`config.mk`:
```
export PLATFORM = sky130hd
export DESIGN_NAME = gnt_mul
export DESIGN_NICKNAME = d
export VERILOG_FILES = /design/src/hw/rtl/gnt_pkg.sv /design/src/hw/rtl/gnt_mul.sv
export SDC_FILE = /design/constraint.sdc
export NUM_CORES = 2
export LEC_CHECK = 0
export BUFFER_PORTS_ARGS = -buffer_cell sky130_fd_sc_hd__clkbuf_2
export CAP_MARGIN = 5
export CORE_UTILIZATION = 52
export CTS_CLUSTER_DIAMETER = 100
export DETAILED_ROUTE_END_ITERATION = 7
export PLACE_DENSITY = 0.69
export SLEW_MARGIN = 20
export SYNTH_ARGS = -nofsm -noshare
export SYNTH_HDL_FRONTEND = slang
export SYNTH_SLANG_ARGS = --single-unit
export TNS_END_PERCENT = 5
```
`constraint.sdc`:
```
create_clock -name clk_i -period 13.07 [get_ports clk_i]
set_input_delay 1.307 -clock clk_i [delete_from_list [all_inputs] [get_ports clk_i]]
set_output_delay 1.307 -clock clk_i [all_outputs]
set_load 0.005 [all_outputs]
```
`src/hw/rtl/gnt_pkg.sv`:
```
`default_nettype none

package gnt_pkg;

  // Table geometry and number formats
  localparam int unsigned TableSize = 256;
  localparam int unsigned AddrW     = $clog2(TableSize);
  localparam int unsigned GradW     = 16;
  localparam int unsigned PermW     = 8;
  localparam int unsigned PointW    = 24;
  localparam int unsigned FracW     = 16;
  localparam int unsigned ResultW   = 18;
  localparam int unsigned OctavesDefault = 7;

  // Shared multiplier operand and product widths
  localparam int unsigned MulAW = 35;
  localparam int unsigned MulBW = 19;
  localparam int unsigned MulPW = MulAW + MulBW;

  typedef enum logic [1:0] {
    OP_LOAD_GRAD = 2'd0,
    OP_LOAD_PERM = 2'd1,
    OP_NOISE     = 2'd2,
    OP_TURB      = 2'd3
  } gnt_op_e;

  typedef enum logic [3:0] {
    ST_IDLE,
    ST_FSQ,
    ST_FCUB,
    ST_FSTORE,
    ST_RDP,
    ST_RDG,
    ST_WXY,
    ST_WZ,
    ST_DX,
    ST_DY,
    ST_DZ,
    ST_DSUM,
    ST_TERM,
    ST_ACC,
    ST_OCT,
    ST_DONE
  } gnt_state_e;

  typedef struct packed {
    logic                    grad_we;
    logic                    perm_we;
    logic [AddrW-1:0]        idx;
    logic signed [GradW-1:0] gx;
    logic signed [GradW-1:0] gy;
    logic signed [GradW-1:0] gz;
    logic [PermW-1:0]        px;
    logic [PermW-1:0]        py;
    logic [PermW-1:0]        pz;
  } tbl_wr_t;

  typedef struct packed {
    logic             perm_re;
    logic [AddrW-1:0] ax;
    logic [AddrW-1:0] ay;
    logic [AddrW-1:0] az;
    logic             grad_re;
    logic [AddrW-1:0] ag;
  } tbl_rd_t;

  typedef struct packed {
    logic [PermW-1:0]        px;
    logic [PermW-1:0]        py;
    logic [PermW-1:0]        pz;
    logic signed [GradW-1:0] gx;
    logic signed [GradW-1:0] gy;
    logic signed [GradW-1:0] gz;
  } tbl_data_t;

endpackage

`default_nettype wire

```
`src/hw/rtl/gnt_mul.sv`:
```
`default_nettype none

module gnt_mul (
  input  wire logic                              clk_i,
  input  wire logic signed [gnt_pkg::MulAW-1:0]  a_i,
  input  wire logic signed [gnt_pkg::MulBW-1:0]  b_i,
  output logic signed      [gnt_pkg::MulPW-1:0]  p_o
);

  // Register every product
  always_ff @(posedge clk_i) begin
    p_o <= gnt_pkg::MulPW'(a_i) * gnt_pkg::MulPW'(b_i);
  end

endmodule

`default_nettype wire

```
## After elaboration in Yosys (flattened, before gate mapping)

Index checks and enable logic that the tools add are counted.

- Add/sub/neg operators: 0
- Multiply operators: 1
- Divide/modulo/power cells: 0
- Magnitude comparators: 0
- Eq/ne operators: 0
- Shifts and indexed selects: 0
- Multiplexer cells: 0
- Bitwise logic cells: 0
- Reduce and logical (&&, ||, !) cells: 0

Operator list:

| cell | number |
|---|---|
| $mul 35x19->54 | 1 |

- Register bits after elaboration: 54
- Latch bits: 0
- Bits in writable memories: 0
- ROM bits: 0
- Bits of input ports: 55
- Word-level logic and storage cells: 2
- Memories kept: 0

## Logic depth before layout (Yosys ltp)

- Depth after elaboration: 1
- Gate-level depth with buffers: 25

## Least setup slack after synthesis

Ideal clock, no wire load.

- Path type: input-to-reg
- From: input a_i[34] (netlist bit)
- To: register p_o[51] (netlist bit)
- Library setup time: 0.132 ns
- Arrival time: 7.275 ns
- Data required time: 12.938 ns
- Slack: 5.664 ns
- Cell stages on the path: 25
- Path buffers: 3
- Cell sequence: clkbuf_1 -> clkbuf_1 -> nand2_1 -> inv_1 -> fa_1 -> inv_1 -> fa_1 -> fa_1 -> inv_1 -> fa_1 -> inv_1 -> fa_1 -> inv_1 -> fa_1 -> ha_1 -> ha_1 -> clkbuf_1 -> a21o_1 -> a21oi_1 -> nor2b_1 -> o21ai_0 -> a21oi_1 -> a211oi_1 -> o41ai_2 -> xor2_1

- Cells in the longest elaborated chain, start to end: 1

RTL lines:

| what | RTL line | source |
|---|---|---|
| from (decl) | gnt_mul.sv:5 | `input wire logic signed [gnt_pkg::MulAW-1:0] a_i,` |
| $mul 35x19->54 | gnt_mul.sv:12 | `p_o <= gnt_pkg::MulPW'(a_i) * gnt_pkg::MulPW'(b_i);` |
| to (signal assigned) | gnt_mul.sv:12 |  |
| to (decl) | gnt_mul.sv:7 | `output logic signed [gnt_pkg::MulPW-1:0] p_o` |

No other way between the ends.

## Worst setup path in the final report

- From: input b_i[1] (netlist bit)
- To: register p_o[48] (netlist bit)

- Cells in the longest elaborated chain, start to end: 1

RTL lines:

| what | RTL line | source |
|---|---|---|
| from (decl) | gnt_mul.sv:6 | `input wire logic signed [gnt_pkg::MulBW-1:0] b_i,` |
| $mul 35x19->54 | gnt_mul.sv:12 |  |

No other way between the ends.

==> flow_summary.ini <==
[placement]
gp_congestion = 0.866
buffer_ports.inserted = 108
placement_cell_area_sq_mm = 0.0247
dp_hpwl_microns = 47400

[timing]
fin_tns_setup_ns = 0
fmaxAchievable_mhz = 120
whs_ns = 1.57
timing_hold_violations_final = 0
max-slew-margin-rel = 0.350
final.min_clock_period_ns = 8.31
finalMaxSlewViolations = 0
finalCritPeriodShare = 0.636
final-setup-viol-count = 0
grt_setup_unrepaired = no
worst_slew_pin_slew_ns = 0.975

[hold_path]
min_path_type = input port to register

[clocking]
cts_buffer_depth = 2
tritoncts_num_sinks = 54
post_cts.resized_instances = 0
cts_setup_buffers = 0
cts_buffers = 5
cts_max_level = 2
post_cts_hold_buffer_count = 0
cts_tree = done
path_clk_slew_ns = 0.08
cts.root.buffer_cell = sky130_fd_sc_hd__clkbuf_16

[run_status]
outcome = complete, no violations

[floorplan]
rows = 78
die-width_microns = 216
vertical_extent_of_the_die_microns = 216
design.portCount = 109
start_util = 0.527
core_footprint_sq_mm = 0.0453
area_of_the_die_sq_mm = 0.0468

[global_route]
first_global_vias = 19000
grt_pass1_wl_microns = 97800
initial_antenna_violation_count = 2
grt_max_degree = 37
total_routing_resource_utilization_after_global_routing = 0.267
grt-ovfl-total = 0

[finish]
register_containing_the_most_flip_flops_in_the_final_layout = p_o
layout.filler_cells = 4130
layout.area.seq_sq_mm = 0.00108
drive_gt1_frac = 0.0532
final_util = 0.549
layout.cell_area.non_filler_sq_mm = 0.0249
multi_input_area_sq_mm = 0.0201
fin_nets = 3379
largest_register_ffs = 54
areaGrowthSynthToFinish_pct = 4.20
top_regs = p_o: 54 flops

[routing]
routed-via-count = 16700
drt-pass1-iter-count = 5
drtAntennaViolNets = 0
post_drt_wl_per_cell_microns = 18.5
routed_wl_microns = 58200
1st_iter_drt_viols = 769
vias_per_cell = 5.33
drt_drc_violations_left = 0

[synthesis]
synth_top_cell_area_share = 0.538
synth_ff_type = sky130_fd_sc_hd__dfxtp_1
synthesis.instances = 2535
syn_area_sq_mm = 0.0239
share_of_synthesized_area_occupied_by_flip_flops_and_latches = 0.0453
avgSynthCellArea_sq_um = 9.41
synth-seq-cells = 54
synthArstFlopShare = 0
count_leader_synth = sky130_fd_sc_hd__fa_1
ys_warn_count = 0
synth_fp_nets = 3376
netlist_top_cells_area = sky130_fd_sc_hd__fa_1 (54%), sky130_fd_sc_hd__inv_1 (9.3%), sky130_fd_sc_hd__and2_1 (7.8%)
synth_top_cell_by_area = sky130_fd_sc_hd__fa_1
synth.top_cells.by_count = sky130_fd_sc_hd__fa_1 (641), sky130_fd_sc_hd__inv_1 (590), sky130_fd_sc_hd__nand2_1 (363)
yosys.cell_types.count = 62
synth-edff-count = 0

[setup_path]
timing_worst_setup_path_type = input port to register
worstPathRequired_ns = 13.29
critPathLaunchType = input port
worst-endpoint-arrival_ns = 8.53
worst_setup_path_end_kind = register
worstPathMaxFanout = 35

[flow_run]
maxCapViolCount = 0
through the flow:
| step | worst slack (ns) | instances |
|---|---|---|
| 2_1_floorplan | 5.66 | 2535 |
| 3_3_place_gp | 4.63 | 3131 |
| 3_5_place_dp | 4.39 | 3131 |
| 4_1_cts | 4.78 | 3139 |
| 5_1_grt | 4.43 | 3139 |
| 6_report | 4.76 | 3142 |
cells in the final DEF, fill, tap and decap left out, drive strengths merged, types with 2 or more instances in the layout:
cell / n
xor2: 12
a2111oi: 2
a211o: 3
a211oi: 7
nor2: 29
nand4: 6
a41oi: 3
o22ai: 2
o21a: 6
xnor2: 43
a21oi: 47
inv: 590
nor3: 9
o21bai: 9
o211ai: 2
and2: 301
ha: 145
nand2b: 10
and4: 2
buf: 3
o31ai: 2
a21boi: 7
nor2b: 34
a31oi: 9
a21o: 23
nand3: 8
diode: 3
fa: 641
clkbuf: 116
o21ai: 32
nand2: 364
dfxtp: 54
and3: 3
routing by layer:
layer / global-route usage / part of all wire / wire length [microns]
met5: 0 / 0 / 0
met4: 0.0770 / 0.027 / 1570
met3: 0.0448 / 0.062 / 3600
met2: 0.462 / 0.51 / 29400
met1: 0.347 / 0.41 / 23600
cell families after synthesis:
group	synth area share
adders and majority gates	0.614
and+or+nand+nor	0.161
buffers and inverters	0.113
AOI/OAI and AO/OA	0.0464
xor gates and xnor gates	0.0202
DFF	0.0453
muxes	0.000472
final timing paths:
path	from	to	cells past startpoint
max	b_i[1]	p_o[48]	23
min	b_i[0]	p_o[0]	3
worst max-delay path: stages:
cell and delay (ns):
sky130_fd_sc_hd__clkbuf_2 0.45, sky130_fd_sc_hd__and2_1 0.35, sky130_fd_sc_hd__fa_1 0.51, sky130_fd_sc_hd__fa_1 0.51, sky130_fd_sc_hd__inv_1 0.05, sky130_fd_sc_hd__fa_1 0.47
sky130_fd_sc_hd__inv_1 0.05, sky130_fd_sc_hd__fa_1 0.50, sky130_fd_sc_hd__inv_1 0.05, sky130_fd_sc_hd__fa_1 0.52, sky130_fd_sc_hd__inv_1 0.05, sky130_fd_sc_hd__fa_1 0.44
sky130_fd_sc_hd__ha_1 0.30, sky130_fd_sc_hd__ha_1 0.34, sky130_fd_sc_hd__a2111oi_0 0.38, sky130_fd_sc_hd__o21ai_0 0.25, sky130_fd_sc_hd__nand4_1 0.23, sky130_fd_sc_hd__nand2_1 0.11
sky130_fd_sc_hd__a41oi_1 0.68, sky130_fd_sc_hd__a21oi_1 0.23, sky130_fd_sc_hd__a211oi_1 0.39, sky130_fd_sc_hd__o21ai_0 0.17, sky130_fd_sc_hd__xor2_1 0.16
area by class of cell:
class	count	share of cell area
timing repair buffer	111	0.0226
clock buffer	8	0.00669
inverter	590	0.0891
antenna	3	0.000302
tap	600	0.0302
sequential	54	0.0435
multi-input combinational	1776	0.808
Power is not shown: default switching activity piles up to over one toggle a cycle in this logic, so the estimate is an artifact.
